<file path="config.mk">
export PLATFORM = sky130hd
export DESIGN_NAME = atu_prep
export DESIGN_NICKNAME = d
export VERILOG_FILES = /design/src/rtl/atu_pkg.sv /design/src/rtl/atu_prep.sv
export SDC_FILE = /design/constraint.sdc
export NUM_CORES = 1
export LEC_CHECK = 0
export BUFFER_PORTS_ARGS = -buffer_cell sky130_fd_sc_hd__buf_4
export CAP_MARGIN = 40
export CORE_UTILIZATION = 30
export DETAILED_ROUTE_END_ITERATION = 10
export PLACE_DENSITY_LB_ADDON = 0.1
export SYNTH_ARGS = -nofsm -noshare
export SYNTH_HDL_FRONTEND = slang
export SYNTH_SLANG_ARGS = --single-unit
</file>
<file path="constraint.sdc">
create_clock -name vclk -period 3.6
set_clock_uncertainty 0.15 [all_clocks]
set_input_delay 0 -clock vclk [all_inputs]
set_output_delay 0 -clock vclk [all_outputs]
set_load 0.02 [all_outputs]
</file>
<file path="src/rtl/atu_pkg.sv">
// Package for the accelerometer tilt angle unit: widths, constants, the
// CORDIC arctangent table and small helper functions. Depends on nothing.
`timescale 1ns / 1ps
`default_nettype none

package atu_pkg;

	localparam int ROTATION_STAGES = 16;
	localparam int ANGLE_FRACTION_BITS = 7;
	localparam int INT_FRAC = 20;
	localparam int DW = 34;
	localparam int AW = 30;
	localparam int SW = 14;
	localparam int OPER_SHIFT = 16;
	localparam int OUT_SHIFT = INT_FRAC - ANGLE_FRACTION_BITS;
	localparam int SHW = 5;
	localparam int LAT = 2 * ROTATION_STAGES + 3;
	localparam logic signed [AW-1:0] HALF_TURN = AW'(180 * (1 << INT_FRAC));
	localparam logic signed [AW-1:0] QUARTER_TURN = AW'(90 * (1 << INT_FRAC));
	localparam logic [15:0] GAIN_INV = 16'd39797;

	typedef struct packed {
		logic signed [DW-1:0] x;
		logic signed [DW-1:0] y;
		logic signed [AW-1:0] a;
		logic byp;
	} vec_t;

	typedef struct packed {
		logic signed [SW-1:0] x;
		logic signed [SW-1:0] y;
		logic signed [SW-1:0] z;
	} samp_t;

	function automatic logic signed [AW-1:0] atan_entry(input logic [SHW-1:0] i);
		logic signed [AW-1:0] r;
		unique case (i)
			5'd0: r = AW'(47185920);
			5'd1: r = AW'(27855475);
			5'd2: r = AW'(14718068);
			5'd3: r = AW'(7471121);
			5'd4: r = AW'(3750058);
			5'd5: r = AW'(1876857);
			5'd6: r = AW'(938658);
			5'd7: r = AW'(469357);
			5'd8: r = AW'(234682);
			5'd9: r = AW'(117342);
			5'd10: r = AW'(58671);
			5'd11: r = AW'(29335);
			5'd12: r = AW'(14668);
			5'd13: r = AW'(7334);
			5'd14: r = AW'(3667);
			5'd15: r = AW'(1833);
			5'd16: r = AW'(917);
			5'd17: r = AW'(458);
			5'd18: r = AW'(229);
			5'd19: r = AW'(115);
			5'd20: r = AW'(57);
			5'd21: r = AW'(29);
			5'd22: r = AW'(14);
			5'd23: r = AW'(7);
			default: r = '0;
		endcase
		return r;
	endfunction

	function automatic logic signed [SW-1:0] sample_of(input logic [7:0] hi,
			input logic [7:0] lo);
		logic signed [16:0] t;
		t = $signed({hi[7], hi, lo}) + (hi[7] ? 17'sd3 : 17'sd0);
		return t[15:2];
	endfunction

	function automatic logic signed [DW-1:0] to_oper(input logic signed [SW-1:0] s);
		return {{(DW-SW-OPER_SHIFT){s[SW-1]}}, s, {OPER_SHIFT{1'b0}}};
	endfunction

	function automatic logic signed [AW-1:0] angle_out(input logic signed [AW-1:0] a,
			input logic signed [AW-1:0] lo, input logic signed [AW-1:0] hi);
		logic signed [AW-1:0] c;
		logic signed [AW-1:0] r;
		c = a;
		if (c < lo) begin
			c = lo;
		end
		if (c > hi) begin
			c = hi;
		end
		r = c + AW'(1 << (OUT_SHIFT - 1));
		return r >>> OUT_SHIFT;
	endfunction

endpackage

`default_nettype wire

</file>
<file path="src/rtl/atu_prep.sv">
// Prepares a vector for CORDIC vectoring: folds the left half plane onto
// the right and flags vectors on the axis. Depends on atu_pkg.
`timescale 1ns / 1ps
`default_nettype none

module atu_prep (
	input  wire logic signed [atu_pkg::DW-1:0] x,
	input  wire logic signed [atu_pkg::DW-1:0] y,
	output atu_pkg::vec_t v
);

	always_comb begin
		v.x = x;
		v.y = y;
		v.a = '0;
		if (x < 0) begin
			v.x = -x;
			v.y = -y;
			v.a = (y < 0) ? -atu_pkg::HALF_TURN : atu_pkg::HALF_TURN;
		end
		v.byp = (v.y == '0);
	end

endmodule

`default_nettype wire

</file>
==> qor.txt <==
Status - finished clean
Synth Area in Compound Gates - 23.8%
Syn Inst Count - 295
Initial antenna violation count - 0
Critical Path Sink Type - output port
GR Overflow Total - 0
Mux cell area share after synthesis - 0.536%
Layout net count - 491
Largest net degree at the start of global routing - 45
Adder-Cell Fraction of Synth Area - 1.19%
Initial Utilization - 30.9%
Slew at the pin closest to its max-slew limit - 0.634 ns
Post-cts sizing count - 0
Yosys cell types - 46
Worst path required time - 3.45 ns
Avg Cell Area, Syn - 7.12 µm²
Diode count - 0
Maximum clock rate - 315 MHz
Total track usage - 16.6%
DRT Wirelength - 6610 µm
DRT Pass-1 Iters - 6
Yosys top cell area share - 25.4%
Most common cell after layout, fill and taps aside - buf_4
Setup TNS - 0 ns
Max_cap viols - 0
Post-synth top area cell - xnor2_1
Fillers - 700
Final setup violating endpoints - 0
First-pass GRT wire length - 10400 µm
Max Slew Vio Count - 0
Crit path kind - in2out
Critical path's slowest cell - or4_4
Die height - 85.7 µm
Worst-path cell chain - buf_4, inv_1, ha_1, or4b_4, or4_4, nand2b_4, or4_4, or4_4, o21ai_2, xnor2_1, buf_4
CP Launch Type - input port
Post-CTS Setup Bufs - 0
Layout cell share with drive strength beyond 1 - 39.4%
Utilization after layout - 45.8%
Core Box Area - 6790 µm²
Multi-input gate area - 1850 µm²
1st-iter DRT viols - 86
Routed len/inst - 12.8 µm
Port bufs - 145
Via density - 4.98
Row count - 30
Post-CTS Hold Buffers - 0
Yosys warning count - 0
Mapped cell area - 2100 µm²
RSZ-0062 raised after global routing - false
Final Critical Period - 3.18 ns
Die width - 85.7 µm
Non-filler cells, final - 515
Fin. Hold Viols - 0
Register area - 0 µm²
Crit path capture - v[97]
Routed Antenna Nets - 0
Commonest cells after routing, fill and taps aside - buf_4, xnor2_1, o21ai_0
Dpl hpwl - 5450 µm
Xor and xnor area share after synthesis - 26.7%
Top cells by area, synth - xnor2_1, buf_4, o21ai_0
Sequential-to-total area share from yosys stat - 0%
CP max FO - 4
Pwr per Cell Area - 164 nW/µm²
CP dominant cell by count - or4_4
Post-Synth Simple-Gate Area - 32.1%
Setup crit start - x[1]
# IOs - 167
Layout area overhead - 48.3%
Buf+Inv Stages, Crit Path - 3
Slew Limit Headroom - 57.4%
# clk buffers - 0
Crit. path cell count - 11
Leakage power - 1.30 nW
Detailed-route DRC error count - 0
VDD IR max - 0.0000802 V
Main combinational cell family by area after synthesis - simple AND/OR/NAND/NOR gates
Placed Cells - 515
Worst Path Arrival - 3.03 ns
Hold Crit Class - in2out
Final GP Congestion - 0.746
Final period utilization - 88.2%
Vias in the first global route - 2275
Sequential cells - 0
Die area - 7340 µm²
Largest stage delay, worst path - 0.55 ns
CP delay by family, top - simple AND/OR/NAND/NOR gates
Routed via count - 2563
==> cell families after synthesis <==
family | count (synthesis)
simple gates | 106
compound gates | 69
xor+xnor | 64
other cells | 1
fa+ha+maj | 2
buf+inv | 52
mux | 1
==> through the flow <==
stage	power, mW	area, µm²	worst slack, ns	hold slack (ns)
after floorplan	0.301	2180	0.682	-0.0605
after global placement	0.513	3110	0.458	0.0766
after detailed placement	0.513	3110	0.416	0.0804
after CTS	0.515	3110	0.414	0.0812
after global routing	0.549	3110	0.299	0.0927
final	0.512	3110	0.423	0.0800
==> worst min-delay path by stage <==
| stage | from | end | slack [ns] | cells past startpoint |
|---|---|---|---|---|
| floorplan | x[32] | v[98] | -0.06 | 1 |
| global placement | x[0] | v[65] | 0.08 | 2 |
| detailed placement | x[0] | v[65] | 0.08 | 2 |
| CTS | x[0] | v[65] | 0.08 | 2 |
| global route | x[0] | v[65] | 0.09 | 2 |
| finish | x[0] | v[65] | 0.08 | 2 |
==> routing by layer <==
| layer | GRT usage (%) | wire length, µm | vias to the layer above |
|---|---|---|---|
| met5 | 0 | 0 | - |
| met4 | 0.455 | 19 | 0 |
| met3 | 2.41 | 524 | 2 |
| met2 | 30.3 | 3150 | 106 |
| met1 | 21.9 | 2910 | 1157 |
| li1 | - | - | 1298 |
==> Yosys cell counts, drive strengths merged, types with 2 or more instances <==
master   n
o31ai   16
or4     15
nand3b   2
nand4b   2
o41ai   13
buf     37
clkbuf   9
nor2    10
a41oi    2
nor3     6
a32oi    5
ha       2
nand2   26
nand4    5
nor4    11
nand2b   8
and4     2
xnor2   61
o21ai   30
or3      7
nand3    4
inv      6
xor2     3
==> area by class of cell <==
| cell class | instances | share of cell area (%) |
|---|---|---|
| tap | 96 | 3.86 |
| inverter | 6 | 0.723 |
| timing repair buffer | 149 | 35.9 |
| multi-input combinational | 264 | 59.5 |
==> power breakdown <==
group	switching, mW	total (mW)	leakage [nW]	internal, mW
clock network	0	0	0	0
registers	0	0	0	0
logic	0.287	0.512	1.30	0.225
total	0.287	0.512	1.30	0.225
(Power assumes the default switching activity.)
