===== src/rtl/atu_pkg.sv =====
// Package for the accelerometer tilt angle unit: widths, constants, the
// CORDIC arctangent table and small helper functions. Depends on nothing.
`timescale 1ns / 1ps
`default_nettype none

package atu_pkg;

	localparam int ROTATION_STAGES = 16;
	localparam int ANGLE_FRACTION_BITS = 7;
	localparam int INT_FRAC = 20;
	localparam int DW = 34;
	localparam int AW = 30;
	localparam int SW = 14;
	localparam int OPER_SHIFT = 16;
	localparam int OUT_SHIFT = INT_FRAC - ANGLE_FRACTION_BITS;
	localparam int SHW = 5;
	localparam int LAT = 2 * ROTATION_STAGES + 3;
	localparam logic signed [AW-1:0] HALF_TURN = AW'(180 * (1 << INT_FRAC));
	localparam logic signed [AW-1:0] QUARTER_TURN = AW'(90 * (1 << INT_FRAC));
	localparam logic [15:0] GAIN_INV = 16'd39797;

	typedef struct packed {
		logic signed [DW-1:0] x;
		logic signed [DW-1:0] y;
		logic signed [AW-1:0] a;
		logic byp;
	} vec_t;

	typedef struct packed {
		logic signed [SW-1:0] x;
		logic signed [SW-1:0] y;
		logic signed [SW-1:0] z;
	} samp_t;

	function automatic logic signed [AW-1:0] atan_entry(input logic [SHW-1:0] i);
		logic signed [AW-1:0] r;
		unique case (i)
			5'd0: r = AW'(47185920);
			5'd1: r = AW'(27855475);
			5'd2: r = AW'(14718068);
			5'd3: r = AW'(7471121);
			5'd4: r = AW'(3750058);
			5'd5: r = AW'(1876857);
			5'd6: r = AW'(938658);
			5'd7: r = AW'(469357);
			5'd8: r = AW'(234682);
			5'd9: r = AW'(117342);
			5'd10: r = AW'(58671);
			5'd11: r = AW'(29335);
			5'd12: r = AW'(14668);
			5'd13: r = AW'(7334);
			5'd14: r = AW'(3667);
			5'd15: r = AW'(1833);
			5'd16: r = AW'(917);
			5'd17: r = AW'(458);
			5'd18: r = AW'(229);
			5'd19: r = AW'(115);
			5'd20: r = AW'(57);
			5'd21: r = AW'(29);
			5'd22: r = AW'(14);
			5'd23: r = AW'(7);
			default: r = '0;
		endcase
		return r;
	endfunction

	function automatic logic signed [SW-1:0] sample_of(input logic [7:0] hi,
			input logic [7:0] lo);
		logic signed [16:0] t;
		t = $signed({hi[7], hi, lo}) + (hi[7] ? 17'sd3 : 17'sd0);
		return t[15:2];
	endfunction

	function automatic logic signed [DW-1:0] to_oper(input logic signed [SW-1:0] s);
		return {{(DW-SW-OPER_SHIFT){s[SW-1]}}, s, {OPER_SHIFT{1'b0}}};
	endfunction

	function automatic logic signed [AW-1:0] angle_out(input logic signed [AW-1:0] a,
			input logic signed [AW-1:0] lo, input logic signed [AW-1:0] hi);
		logic signed [AW-1:0] c;
		logic signed [AW-1:0] r;
		c = a;
		if (c < lo) begin
			c = lo;
		end
		if (c > hi) begin
			c = hi;
		end
		r = c + AW'(1 << (OUT_SHIFT - 1));
		return r >>> OUT_SHIFT;
	endfunction

endpackage

`default_nettype wire


===== src/rtl/atu_cell.sv =====
// One registered CORDIC vectoring micro-rotation; cells are chained into a row.
// Depends on atu_pkg.
`timescale 1ns / 1ps
`default_nettype none

module atu_cell (
	input  wire logic clk,
	input  wire atu_pkg::vec_t d,
	input  wire logic [atu_pkg::SHW-1:0] sh,
	input  wire logic signed [atu_pkg::AW-1:0] atan,
	output atu_pkg::vec_t q
);

	logic signed [atu_pkg::DW-1:0] xv;
	logic signed [atu_pkg::DW-1:0] yv;
	logic signed [atu_pkg::DW-1:0] dx;
	logic signed [atu_pkg::DW-1:0] dy;
	atu_pkg::vec_t nxt;

	always_comb begin
		xv = d.x;
		yv = d.y;
		dx = yv >>> sh;
		dy = xv >>> sh;
		nxt = d;
		if (!d.byp) begin
			if (yv > 0) begin
				nxt.x = xv + dx;
				nxt.y = yv - dy;
				nxt.a = d.a + atan;
			end else begin
				nxt.x = xv - dx;
				nxt.y = yv + dy;
				nxt.a = d.a - atan;
			end
		end
	end

	always_ff @(posedge clk) begin
		q <= nxt;
	end

endmodule

`default_nettype wire


===== config.mk =====
export PLATFORM = sky130hd
export DESIGN_NAME = atu_cell
export DESIGN_NICKNAME = d
export VERILOG_FILES = /design/src/rtl/atu_pkg.sv /design/src/rtl/atu_cell.sv
export SDC_FILE = /design/constraint.sdc
export NUM_CORES = 1
export LEC_CHECK = 0
export BUFFER_PORTS_ARGS = -buffer_cell sky130_fd_sc_hd__buf_4
export CAP_MARGIN = 20
export CORE_MARGIN = 1
export CORE_UTILIZATION = 40
export DETAILED_ROUTE_END_ITERATION = 12
export MAX_ROUTING_LAYER = met4
export PLACE_DENSITY = 0.65
export SYNTH_ARGS = -nofsm -noshare
export SYNTH_HDL_FRONTEND = slang
export SYNTH_SLANG_ARGS = --single-unit

===== constraint.sdc =====
create_clock -name clk -period 10.95 [get_ports clk]
set_input_delay 3.285 -clock clk [delete_from_list [all_inputs] [get_ports clk]]
set_output_delay 3.285 -clock clk [all_outputs]
set_load 0.005 [all_outputs]

==> results.txt, run 1 <==
----------------------------------------------------
[Routing]
  Number of DRC markers after the initial detailed-route iteration ... 1348
  Wire length per cell after detailed routing ... 22.6 um
  DRT antenna net count ... 0
  Detailed Routing Iterations Pass 1 ... 5
  Post-route DRC violation count ... 0
  Total wire length after detailed routing ... 56000 um
  Post-detailed-route via-to-cell ratio ... 6.21
  Total via count after detailed routing ... 15400

[Synth]
  Mean area per synthesized cell ... 8.12 um^2
  Yosys Warn Count ... 0
  Share of synthesized area occupied by flip-flops and latches ... 0.132
  Post-Synthesis Cell Area ... 0.0150 mm^2
  Number of unique standard cell types used by synthesis ... 91
  Number of flops mapped to enable cells by yosys ... 0
  Post-synth net total ... 2081
  Post-synthesis cell count ... 1845
  Most instantiated flip-flop cell in the synthesis netlist ... sky130_fd_sc_hd__dfxtp_1
  Async set or reset register ratio after synthesis ... 0
  Post-synthesis sequential element count ... 99

[Placed design]
  Routability-driven placement congestion ratio ... 0.999
  IO buf count ... 233
  Post-DP HPWL ... 43600 um

[Clock network]
  Number of buffers on the longest clock path ... 2
  CTS buffer count ... 9
  H-tree depth ... 3
  Count of clock tree sinks ... 99
  CTS hold repair buffers ... 0
  TritonCTS clock tree ... done
  CTS Root Cell ... sky130_fd_sc_hd__clkbuf_16
  Clock edge transition at the registers on the reported setup and hold paths ... 0.07 ns
  Setup bufs post-CTS ... 0
  Number of resized instances in the post-cts repair step ... 0

[Pwr]
  Internal power ... 1.19 mW
  Part of the total power dissipated in combinational logic ... 0.605
  Net switching power ... 0.846 mW
  Maximum resistive drop on vdd ... 0.0878 mV
  Leakage power of the design ... 7.26 nW
  Power density cells ... 117 mW/mm^2
  Reg power frac ... 0.229
  Clock network fraction of design power ... 0.166
  Power consumption ... 2.03 mW
  Sw Share ... 0.416

[Critical path]
  Kind of critical path ... in -> reg
  Library cell appearing most often on the critical path ... sky130_fd_sc_hd__nor2_1
  Slowest-stage cell, CP ... sky130_fd_sc_hd__buf_6
  Crit. Startpoint ... sh[0]
  Critical path's top delay family ... simple AND/OR/NAND/NOR gates
  Maximum fanout count along the critical path ... 73
  Required time of the critical path ... 11.22 ns
  Crit path launch type ... input port
  Crit path capture type ... flip-flop
  Buf/Inv on CP ... 1
  Largest incremental delay on the critical path ... 0.57 ns
  Cell breakdown of the critical path ... buf_6 -> mux2_1 -> mux4_2 -> mux2i_1 -> nor2_1 -> a21oi_1 -> ha_1 -> nand3_1 -> nor4_4 -> and4_1 -> nor2_1 -> xor2_1 -> ha_1 -> nand3_1 -> nor2_1 -> nand2_1 -> a211oi_1 -> o21ai_0 -> a211oi_1 -> o21ai_0 -> a21boi_0 -> nor3_1 -> or3b_1 -> xnor2_1
  Data arrival time of the worst path ... 9.70 ns

[Min path]
  Tightest Hold Check Type ... in -> reg
  Hold path start ... d[13]

[Timing]
  Final max-slew violation count ... 0
  RSZ-0062 raised after global routing ... false
  Time the final worst path needs with I/O delays and setup ... 9.43 ns
  Final-report setup violation count ... 0
  Final hold violation count ... 0
  Relative max-transition margin ... 0.365
  Actual slew at the worst max-slew pin ... 0.948 ns
  Final clock period utilization by the worst path ... 0.861
  Post-Route Setup TNS ... 0 ns
  Max Fclk ... 0.106 GHz

[Global route]
  First-pass GRT wire length ... 85500 um
  Via count of the first global-routing pass ... 14800
  Residual overflow from global routing ... 0
  Largest net degree at the start of global routing ... 106
  Tot GR Track Use ... 0.297
  Antenna violations before repair ... 0

[Die]
  Die span in y ... 195 um
  Floorplan core area ... 0.0367 mm^2
  Floorplan die area ... 0.0382 mm^2
  Placement Rows ... 70
  Die width ... 195 um
  Number of top-level pins ... 234
  Initial core utilization ... 0.408

[Run status]
  Status ... finished clean

[Cells and area]
  Most flop-heavy register ... q
  Largest register FFs ... 99
  Top flop regs ... q (99)
  Antenna diode count ... 0
  Total Nets Final ... 2246
  Number of filler cells placed in the layout ... 3624
  Signed area change from the synthesized netlist to the final layout ... 15.7%
  Ratio of cells with drive above 1 in the final layout ... 0.220

[Flow run]
  Max-cap violations ... 0

----------------------------------------------------
[metal layers]
layer  track usage  up-vias  routed length, um
met5             -        -                  0
met4         0.135        0               2430
met3        0.0456      152               4360
met2         0.474      714              25700
met1         0.369     7285              23500
li1              -     7251                  -
[power groups by stage]
| stage | registers, mW | clock network [mW] | logic (mW) |
|---|---|---|---|
| floorplan | 0.482 | 0 | 0.789 |
| global placement | 0.474 | 0 | 1.20 |
| detailed placement | 0.475 | 0 | 1.21 |
| CTS | 0.467 | 0.352 | 1.22 |
| global route | 0.474 | 0.362 | 1.34 |
| finish | 0.466 | 0.338 | 1.23 |
[worst paths after layout]
path	to	slack [ns]	cells after the start
worst max-delay path	q[98]	1.52	24
worst min-delay path	q[13]	3.12	3
[cells in the final DEF (no fill, tap or decap), drive strengths merged, types with 22 or more instances in the layout]
cell type,count
inv,43
nand2,192
nand3,40
mux2,67
nand2b,22
ha,98
nor4,23
mux2i,76
xor2,81
nor2,139
dfxtp,99
mux4,85
a21o,39
nor3,35
xnor2,84
buf,256
a21oi,147
o21ai,166
[stage by stage]
| stage | hold WS, ns | utilization | cell area, um^2 | std cells | setup WS (ns) |
|---|---|---|---|---|---|
| finish | 3.12 | 0.472 | 17300 | 2482 | 1.52 |
| global placement | 3.50 | 0.464 | 17000 | 2467 | 1.36 |
| floorplan | 3.31 | - | 15000 | 1845 | 2.22 |
| global route | 3.11 | 0.472 | 17300 | 2482 | 0.937 |
| CTS | 3.09 | 0.472 | 17300 | 2482 | 1.62 |
| detailed placement | 3.50 | 0.464 | 17000 | 2467 | 1.25 |
[cell families (layout without fill, tap and decap cells)]
kind of cell    after synthesis  count (layout)  synth area share
compound gates              551             551             0.233
mux                         228             228             0.230
flops                        99              99             0.132
fa+ha+maj                   101             101            0.0859
simple gates                553             553             0.178
xor+xnor                    165             165            0.0965
buf+inv                     148             317            0.0445
[synth_stat cells (7+ instances only)]
| cell | instances | area (um^2) |
|---|---|---|
| sky130_fd_sc_hd__mux2_1 | 21 | 236 |
| sky130_fd_sc_hd__nor2b_1 | 11 | 68.8 |
| sky130_fd_sc_hd__buf_2 | 17 | 85.1 |
| sky130_fd_sc_hd__a31oi_1 | 17 | 106 |
| sky130_fd_sc_hd__o21bai_1 | 11 | 82.6 |
| sky130_fd_sc_hd__a211oi_1 | 17 | 128 |
| sky130_fd_sc_hd__nor4_1 | 20 | 125 |
| sky130_fd_sc_hd__xor2_1 | 81 | 709 |
| sky130_fd_sc_hd__o211ai_1 | 17 | 128 |
| sky130_fd_sc_hd__or2_2 | 10 | 62.6 |
| sky130_fd_sc_hd__clkbuf_1 | 53 | 199 |
| sky130_fd_sc_hd__mux2i_1 | 76 | 761 |
| sky130_fd_sc_hd__and3_1 | 11 | 68.8 |
| sky130_fd_sc_hd__inv_1 | 43 | 161 |
| sky130_fd_sc_hd__buf_6 | 9 | 101 |
| sky130_fd_sc_hd__mux4_2 | 85 | 1910 |
| sky130_fd_sc_hd__a21oi_1 | 147 | 736 |
| sky130_fd_sc_hd__or3_1 | 15 | 93.8 |
| sky130_fd_sc_hd__nor3_1 | 33 | 165 |
| sky130_fd_sc_hd__a31o_2 | 7 | 61.3 |
| sky130_fd_sc_hd__nand2b_1 | 22 | 138 |
| sky130_fd_sc_hd__nand2_1 | 192 | 721 |
| sky130_fd_sc_hd__dfxtp_1 | 99 | 1980 |
| sky130_fd_sc_hd__xnor2_1 | 84 | 736 |
| sky130_fd_sc_hd__o31ai_1 | 19 | 143 |
| sky130_fd_sc_hd__o21ai_1 | 10 | 50.1 |
| sky130_fd_sc_hd__mux2_2 | 43 | 484 |
| sky130_fd_sc_hd__nand4_1 | 12 | 75.1 |
| sky130_fd_sc_hd__a21o_1 | 39 | 293 |
| sky130_fd_sc_hd__o21ai_0 | 156 | 781 |
| sky130_fd_sc_hd__nand3_1 | 39 | 195 |
| sky130_fd_sc_hd__buf_1 | 17 | 63.8 |
| sky130_fd_sc_hd__ha_1 | 98 | 1230 |
| sky130_fd_sc_hd__a22oi_1 | 14 | 105 |
| sky130_fd_sc_hd__and2_1 | 18 | 113 |
| sky130_fd_sc_hd__o21a_1 | 17 | 128 |
| sky130_fd_sc_hd__nor2_1 | 137 | 514 |
| sky130_fd_sc_hd__o22ai_1 | 9 | 56.3 |
[cell type report]
class / count / area [um^2] / share of cell area
Sequential cell: 99 / 1980 / 0.114
Inverter: 46 / 173 / 0.00997
Tap cell: 468 / 586 / 0.0338
Clock buffer: 13 / 260 / 0.0150
Timing Repair Buffer: 256 / 1950 / 0.113
Multi-Input combinational cell: 1598 / 12300 / 0.712
Clock inverter: 2 / 35.0 / 0.00202
(Power assumes the default switching activity.)
==> inputs of run 2 (changes only) <==
--- a/config.mk
+++ b/config.mk
@@ -12,6 +12,7 @@
 export DETAILED_ROUTE_END_ITERATION = 12
 export MAX_ROUTING_LAYER = met4
 export PLACE_DENSITY = 0.65
+export RECOVER_POWER = 25
 export SYNTH_ARGS = -nofsm -noshare
 export SYNTH_HDL_FRONTEND = slang
 export SYNTH_SLANG_ARGS = --single-unit
==> run 2 against run 1 <==
Count of clock-buffer cells in the layout unchanged; setup slack worse by 0.0074 ns; sequential cell count unchanged; critical path type unchanged; largest power group unchanged; highest routed layer unchanged.
==> results.txt, run 2 (synthesized netlist as in run 1, its figures left out) <==
----------------------------------------------------
[Run status]
  Status ... finished clean

[Cells and area]
  Signed area change from the synthesized netlist to the final layout ... 15.6% (about the same)
  Total Nets Final ... 2246 (unchanged)
  Multi-input combinational cell area ... 0.0123 mm^2 (unchanged)
  Largest register FFs ... 99 (unchanged)
  Number of filler cells placed in the layout ... 3630 (+0.17%)
  Top library cells by usage in the layout, fill and taps aside ... sky130_fd_sc_hd__buf_4, sky130_fd_sc_hd__nand2_1, sky130_fd_sc_hd__o21ai_0
  Most flop-heavy register ... q
  Antenna diode count ... 0 (unchanged)
  Area used by sequential logic in the layout ... 0.00198 mm^2 (unchanged)
  Top flop regs ... q (99)
  Ratio of cells with drive above 1 in the final layout ... 0.218 (-0.00199)
  Leading cell type in the layout, fill and taps excluded ... sky130_fd_sc_hd__buf_4

[Critical path]
  Endpoint of the most critical setup path ... q[98]
  Data arrival time of the worst path ... 9.71 ns (about the same)
  Crit. Startpoint ... sh[0]
  Kind of critical path ... in -> reg
  Maximum fanout count along the critical path ... 73 (unchanged)
  Crit path launch type ... input port
  Required time of the critical path ... 11.22 ns (about the same)
  Crit path capture type ... flip-flop

[Global route]
  Via count of the first global-routing pass ... 14800 (unchanged)
  Antenna violations before repair ... 0 (unchanged)
  Residual overflow from global routing ... 0 (unchanged)
  Largest net degree at the start of global routing ... 106 (unchanged)
  First-pass GRT wire length ... 85500 um (unchanged)
  Tot GR Track Use ... 0.297 (unchanged)

[Routing]
  Total via count after detailed routing ... 15400 (+0.0065%)
  Wire length per cell after detailed routing ... 22.5 um (about the same)
  Total wire length after detailed routing ... 56000 um (about the same)
  Top layer reached by signal wires ... met4
  Detail Route met3 WL ... 4360 um (about the same)
  Number of DRC markers after the initial detailed-route iteration ... 1348 (unchanged)
  DRT antenna net count ... 0 (unchanged)
  Post-detailed-route via-to-cell ratio ... 6.21 (about the same)
  Met1 Routed Length ... 23400 um (-0.32%)
  Detailed Routing Iterations Pass 1 ... 6 (+1)
  Detailed route wirelength on metal2 ... 25800 um (+0.19%)
  Post-route DRC violation count ... 0 (unchanged)

[Placed design]
  Routability-driven placement congestion ratio ... 0.999 (unchanged)
  Post-DP HPWL ... 43600 um (unchanged)
  IO buf count ... 233 (unchanged)

[Clock network]
  Count of clock tree sinks ... 99 (unchanged)
  H-tree depth ... 3 (unchanged)
  CTS Root Cell ... sky130_fd_sc_hd__clkbuf_16
  Setup bufs post-CTS ... 0 (unchanged)
  Number of resized instances in the post-cts repair step ... 0 (unchanged)
  TritonCTS clock tree ... done
  Number of buffers on the longest clock path ... 2 (unchanged)
  Clock edge transition at the registers on the reported setup and hold paths ... 0.07 ns (about the same)
  CTS hold repair buffers ... 0 (unchanged)
  CTS buffer count ... 9 (unchanged)

[Die]
  Die span in y ... 195 um (unchanged)
  Initial core utilization ... 0.408 (unchanged)
  Floorplan die area ... 0.0382 mm^2 (unchanged)
  Floorplan core area ... 0.0367 mm^2 (unchanged)
  Die width ... 195 um (unchanged)
  Placement Rows ... 70 (unchanged)
  Number of top-level pins ... 234 (unchanged)

[Timing]
  Actual slew at the worst max-slew pin ... 0.983 ns (+0.0342 ns)
  Final hold violation count ... 0 (unchanged)
  WHS ... 3.11 ns (-0.000980 ns)
  Relative max-transition margin ... 0.343 (-0.0229)
  Max Fclk ... 0.106 GHz (about the same)
  Time the final worst path needs with I/O delays and setup ... 9.44 ns (+0.00743 ns)
  Final-report setup violation count ... 0 (unchanged)
  RSZ-0062 raised after global routing ... false
  Post-Route Setup TNS ... 0 ns (unchanged)
  Final max-slew violation count ... 0 (unchanged)
  Final clock period utilization by the worst path ... 0.862 (about the same)

[Pwr]
  Leakage power of the design ... 7.23 nW (-0.35%)
  Power density cells ... 117 mW/mm^2 (-0.36%)
  Maximum resistive drop on vdd ... 0.0882 mV (+0.43%)

[Flow run]
  Max-cap violations ... 0 (unchanged)

[Min path]
  Min-Delay Path Depth ... 3 (unchanged)
  Tightest Hold Check Type ... in -> reg

----------------------------------------------------
run 2: cell count changes in the layout (fill, tap and decap cells not counted):
cell                       change
sky130_fd_sc_hd__clkbuf_4     +45
sky130_fd_sc_hd__buf_4        -49
sky130_fd_sc_hd__clkbuf_1      +4
run 2: area by class of cell:
class,instances,share of cell area
Multi-Input combinational cell,1598,0.713
Sequential cell,99,0.115
Timing Repair Buffer,256,0.112
Tap cell,468,0.0338
Clock buffer,13,0.0150
Inverter,46,0.00998
Clock inverter,2,0.00202
run 2: power breakdown:
part	switching, mW	internal [mW]	total, mW
Sequential	0.0227	0.443	0.465
Clock	0.150	0.188	0.338
Combinational	0.672	0.550	1.22
Total	0.844	1.18	2.02
run 2: how the worst min path moves through the flow:
stage,to,startpoint,slack [ns]
floorplan,q[0],d[0],3.31
global placement,q[1],d[1],3.50
CTS,q[17],d[17],3.09
global route,q[17],d[17],3.11
finish,q[13],d[13],3.11
detailed placement,q[17],d[17],3.50
run 2: stage by stage:
step	std cells	util	setup slack, ns	cell area (um^2)	power (mW)
2_1_floorplan	1845	-	2.22	15000	1.27
3_3_place_gp	2467	0.464	1.36	17000	1.68
3_5_place_dp	2467	0.464	1.25	17000	1.68
4_1_cts	2482	0.472	1.62	17300	2.04
5_1_grt	2482	0.472	0.937	17300	2.17
6_report	2482	0.472	1.51	17300	2.02
run 2: critical path, cell delays in order:
cell	delay, ns
sky130_fd_sc_hd__buf_6	0.56
sky130_fd_sc_hd__mux2_2	0.43
sky130_fd_sc_hd__mux4_2	0.56
sky130_fd_sc_hd__mux2i_1	0.26
sky130_fd_sc_hd__nor2_1	0.08
sky130_fd_sc_hd__a21oi_1	0.20
sky130_fd_sc_hd__ha_1	0.20
sky130_fd_sc_hd__nand3_1	0.19
sky130_fd_sc_hd__nor4_4	0.44
sky130_fd_sc_hd__and4_1	0.31
sky130_fd_sc_hd__nor2_1	0.07
sky130_fd_sc_hd__xor2_1	0.20
sky130_fd_sc_hd__ha_1	0.39
sky130_fd_sc_hd__nand3_1	0.10
sky130_fd_sc_hd__nor2_1	0.19
sky130_fd_sc_hd__nand2_1	0.08
sky130_fd_sc_hd__a211oi_1	0.37
sky130_fd_sc_hd__o21ai_0	0.26
sky130_fd_sc_hd__a211oi_1	0.48
sky130_fd_sc_hd__o21ai_0	0.17
sky130_fd_sc_hd__a21boi_0	0.24
sky130_fd_sc_hd__nor3_1	0.06
sky130_fd_sc_hd__or3b_1	0.37
sky130_fd_sc_hd__xnor2_1	0.13
run 2: layer usage:
layer  up-vias  global-route usage
met5         -                   -
met4         0               0.135
met3       150              0.0456
met2       695               0.474
met1      7306               0.369
li1       7252                   -
==> inputs of run 3 (changes only) <==
--- a/config.mk
+++ b/config.mk
@@ -8,10 +8,9 @@
 export BUFFER_PORTS_ARGS = -buffer_cell sky130_fd_sc_hd__buf_4
 export CAP_MARGIN = 20
 export CORE_MARGIN = 1
-export CORE_UTILIZATION = 40
+export CORE_UTILIZATION = 50
 export DETAILED_ROUTE_END_ITERATION = 12
-export MAX_ROUTING_LAYER = met4
-export PLACE_DENSITY = 0.65
+export PLACE_DENSITY = 0.77
 export RECOVER_POWER = 25
 export SYNTH_ARGS = -nofsm -noshare
 export SYNTH_HDL_FRONTEND = slang
==> run 3 against run 2 <==
The flow now finishes with violations (capacitance limit, slew limit); fmax shrank 6.7%; critical path depth is the same; core utilization grew 12 points; count of clock-buffer cells in the layout shrank 2; critical endpoint unchanged.
==> results.txt, run 3 (synthesized netlist as in run 1, its figures left out) <==
----------------------------------------------------
[Die]
  Initial core utilization ... 0.515 (+0.107)
  Floorplan core area ... 0.0291 mm^2 (-21%)
  Number of top-level pins ... 234 (unchanged)
  Die width ... 175 um (-10%)
  Floorplan die area ... 0.0306 mm^2 (-20%)
  Placement Rows ... 62 (-11%)
  Die span in y ... 175 um (-10%)

[Global route]
  Residual overflow from global routing ... 0 (unchanged)
  Via count of the first global-routing pass ... 14900 (+0.88%)
  Largest net degree at the start of global routing ... 115 (+8.5%)
  Tot GR Track Use ... 0.364 (+0.0678)
  Antenna violations before repair ... 0 (unchanged)
  First-pass GRT wire length ... 86500 um (+1.2%)

[Cells and area]
  Total Nets Final ... 2248 (+0.089%)
  Signed area change from the synthesized netlist to the final layout ... 15.2%
  Antenna diode count ... 0 (unchanged)
  Most flop-heavy register ... q
  Ratio of cells with drive above 1 in the final layout ... 0.222 (+0.00315)
  Top flop regs ... q (99)
  Top library cells by usage in the layout, fill and taps aside ... sky130_fd_sc_hd__buf_4, sky130_fd_sc_hd__nand2_1, sky130_fd_sc_hd__o21ai_0
  Largest register FFs ... 99 (unchanged)
  Area of all placed cells without fillers ... 0.0172 mm^2 (-0.34%)
  Leading cell type in the layout, fill and taps excluded ... sky130_fd_sc_hd__buf_4

[Clock network]
  H-tree depth ... 3 (unchanged)
  CTS Root Cell ... sky130_fd_sc_hd__clkbuf_16
  Count of clock tree sinks ... 99 (unchanged)
  Clock edge transition at the registers on the reported setup and hold paths ... 0.07 ns (about the same)
  CTS buffer count ... 9 (unchanged)
  TritonCTS clock tree ... done
  CTS hold repair buffers ... 0 (unchanged)
  Number of buffers on the longest clock path ... 2 (unchanged)
  Setup bufs post-CTS ... 0 (unchanged)
  Number of resized instances in the post-cts repair step ... 0 (unchanged)

[Routing]
  DRT antenna net count ... 0 (unchanged)
  Total via count after detailed routing ... 15900 (+3.0%)
  Total wire length after detailed routing ... 56000 um (+0.14%)
  Post-detailed-route via-to-cell ratio ... 6.61 (+6.5%)
  Detailed Routing Iterations Pass 1 ... 6 (unchanged)
  Post-route DRC violation count ... 0 (unchanged)
  Wire length per cell after detailed routing ... 23.3 um (+3.5%)
  Number of DRC markers after the initial detailed-route iteration ... 1857 (+38%)

[Critical path]
  Crit. Startpoint ... sh[0]
  Kind of critical path ... in -> reg
  Buf/Inv on CP ... 1 (unchanged)
  Crit path launch type ... input port
  Largest incremental delay on the critical path ... 0.56 ns (about the same)
  Required time of the critical path ... 11.22 ns (about the same)
  Crit path capture type ... flip-flop
  Library cell appearing most often on the critical path ... sky130_fd_sc_hd__nor2_1
  Critical path's top delay family ... simple AND/OR/NAND/NOR gates
  Slowest-stage cell, CP ... sky130_fd_sc_hd__mux4_2
  Maximum fanout count along the critical path ... 62 (-15%)
  Cell breakdown of the critical path ... buf_6 -> mux2_1 -> mux4_2 -> mux2i_1 -> nor2_1 -> a21oi_1 -> ha_1 -> nand3_1 -> nor4_4 -> and4_1 -> nor2_1 -> xor2_1 -> ha_1 -> nand3_1 -> nor2_1 -> nand2_1 -> a211oi_1 -> o21ai_0 -> a211oi_1 -> o21ai_0 -> a21boi_0 -> nor3_1 -> or3b_1 -> xnor2_1
  Data arrival time of the worst path ... 10.39 ns (+0.68 ns)

[Pwr]
  Power density cells ... 120 mW/mm^2 (+2.6%)
  Maximum resistive drop on vdd ... 0.0812 mV (-7.9%)
  Leakage power of the design ... 7.26 nW (+0.35%)

[Placed design]
  Routability-driven placement congestion ratio ... 1.05 (+5.1%)
  IO buf count ... 233 (unchanged)
  Post-DP HPWL ... 43000 um (-1.2%)
  Post-place instance area ... 0.0169 mm^2 (-0.56%)

[Run status]
  Status ... finished with violations
  Failing checks ... capacitance limit, slew limit

[Timing]
  Final-report setup violation count ... 0 (unchanged)
  Post-Route Setup TNS ... 0 ns (unchanged)
  RSZ-0062 raised after global routing ... false
  Final max-slew violation count ... 115 (+115)
  Final clock period utilization by the worst path ... 0.924 (+0.0622)
  Actual slew at the worst max-slew pin ... 4.14 ns (+3.16 ns)
  Time the final worst path needs with I/O delays and setup ... 10.12 ns (+0.681 ns)
  Relative max-transition margin ... -1.76 (-2.10)
  Max Fclk ... 0.0988 GHz (-6.7%)
  Final hold violation count ... 0 (unchanged)

[Flow run]
  Max-cap violations ... 1 (+1)

[Min path]
  Tightest Hold Check Type ... in -> reg
  Hold path start ... d[5]

----------------------------------------------------
==> run 3: metal layers <==
metal  global-route usage  share of wire  vias to the layer above
li1                     -              -                     7281
met2                0.582           0.45                      987
met4                0.182          0.051                        0
met3               0.0722           0.10                      178
met5                    0              0                        -
met1                0.468           0.40                     7423
==> run 3: worst paths after layout <==
check,to,slack [ns],cells past startpoint
hold / removal,q[5],3.11,3
setup / recovery,q[98],0.83,24
==> run 3: final cells by class <==
class / count / area (um^2)
multi-input combinational: 1598 / 12300
fill: 2686 / 11800
sequential: 99 / 1980
timing repair buffer: 258 / 1930
tap: 384 / 480
clock buffer: 11 / 253
inverter: 46 / 173
clock inverter: 5 / 82.6
==> run 3: report_power, final <==
group          switching, mW  internal, mW
clock network          0.160         0.214
registers             0.0245         0.443
logic                  0.677         0.553
total                  0.862          1.21
==> run 3: metrics by stage <==
stage / instances / power, mW / utilization / hold WS (ns) / setup slack, ns
finish: 2401 / 2.07 / 0.593 / 3.11 / 0.828
global route: 2401 / 2.20 / 0.593 / 3.11 / 0.426
CTS: 2401 / 2.06 / 0.593 / 3.10 / 1.07
detailed placement: 2385 / 1.68 / 0.582 / 3.50 / 0.726
global placement: 2385 / 1.66 / 0.582 / 3.50 / 0.740
floorplan: 1845 / 1.27 / - / 3.31 / 2.22
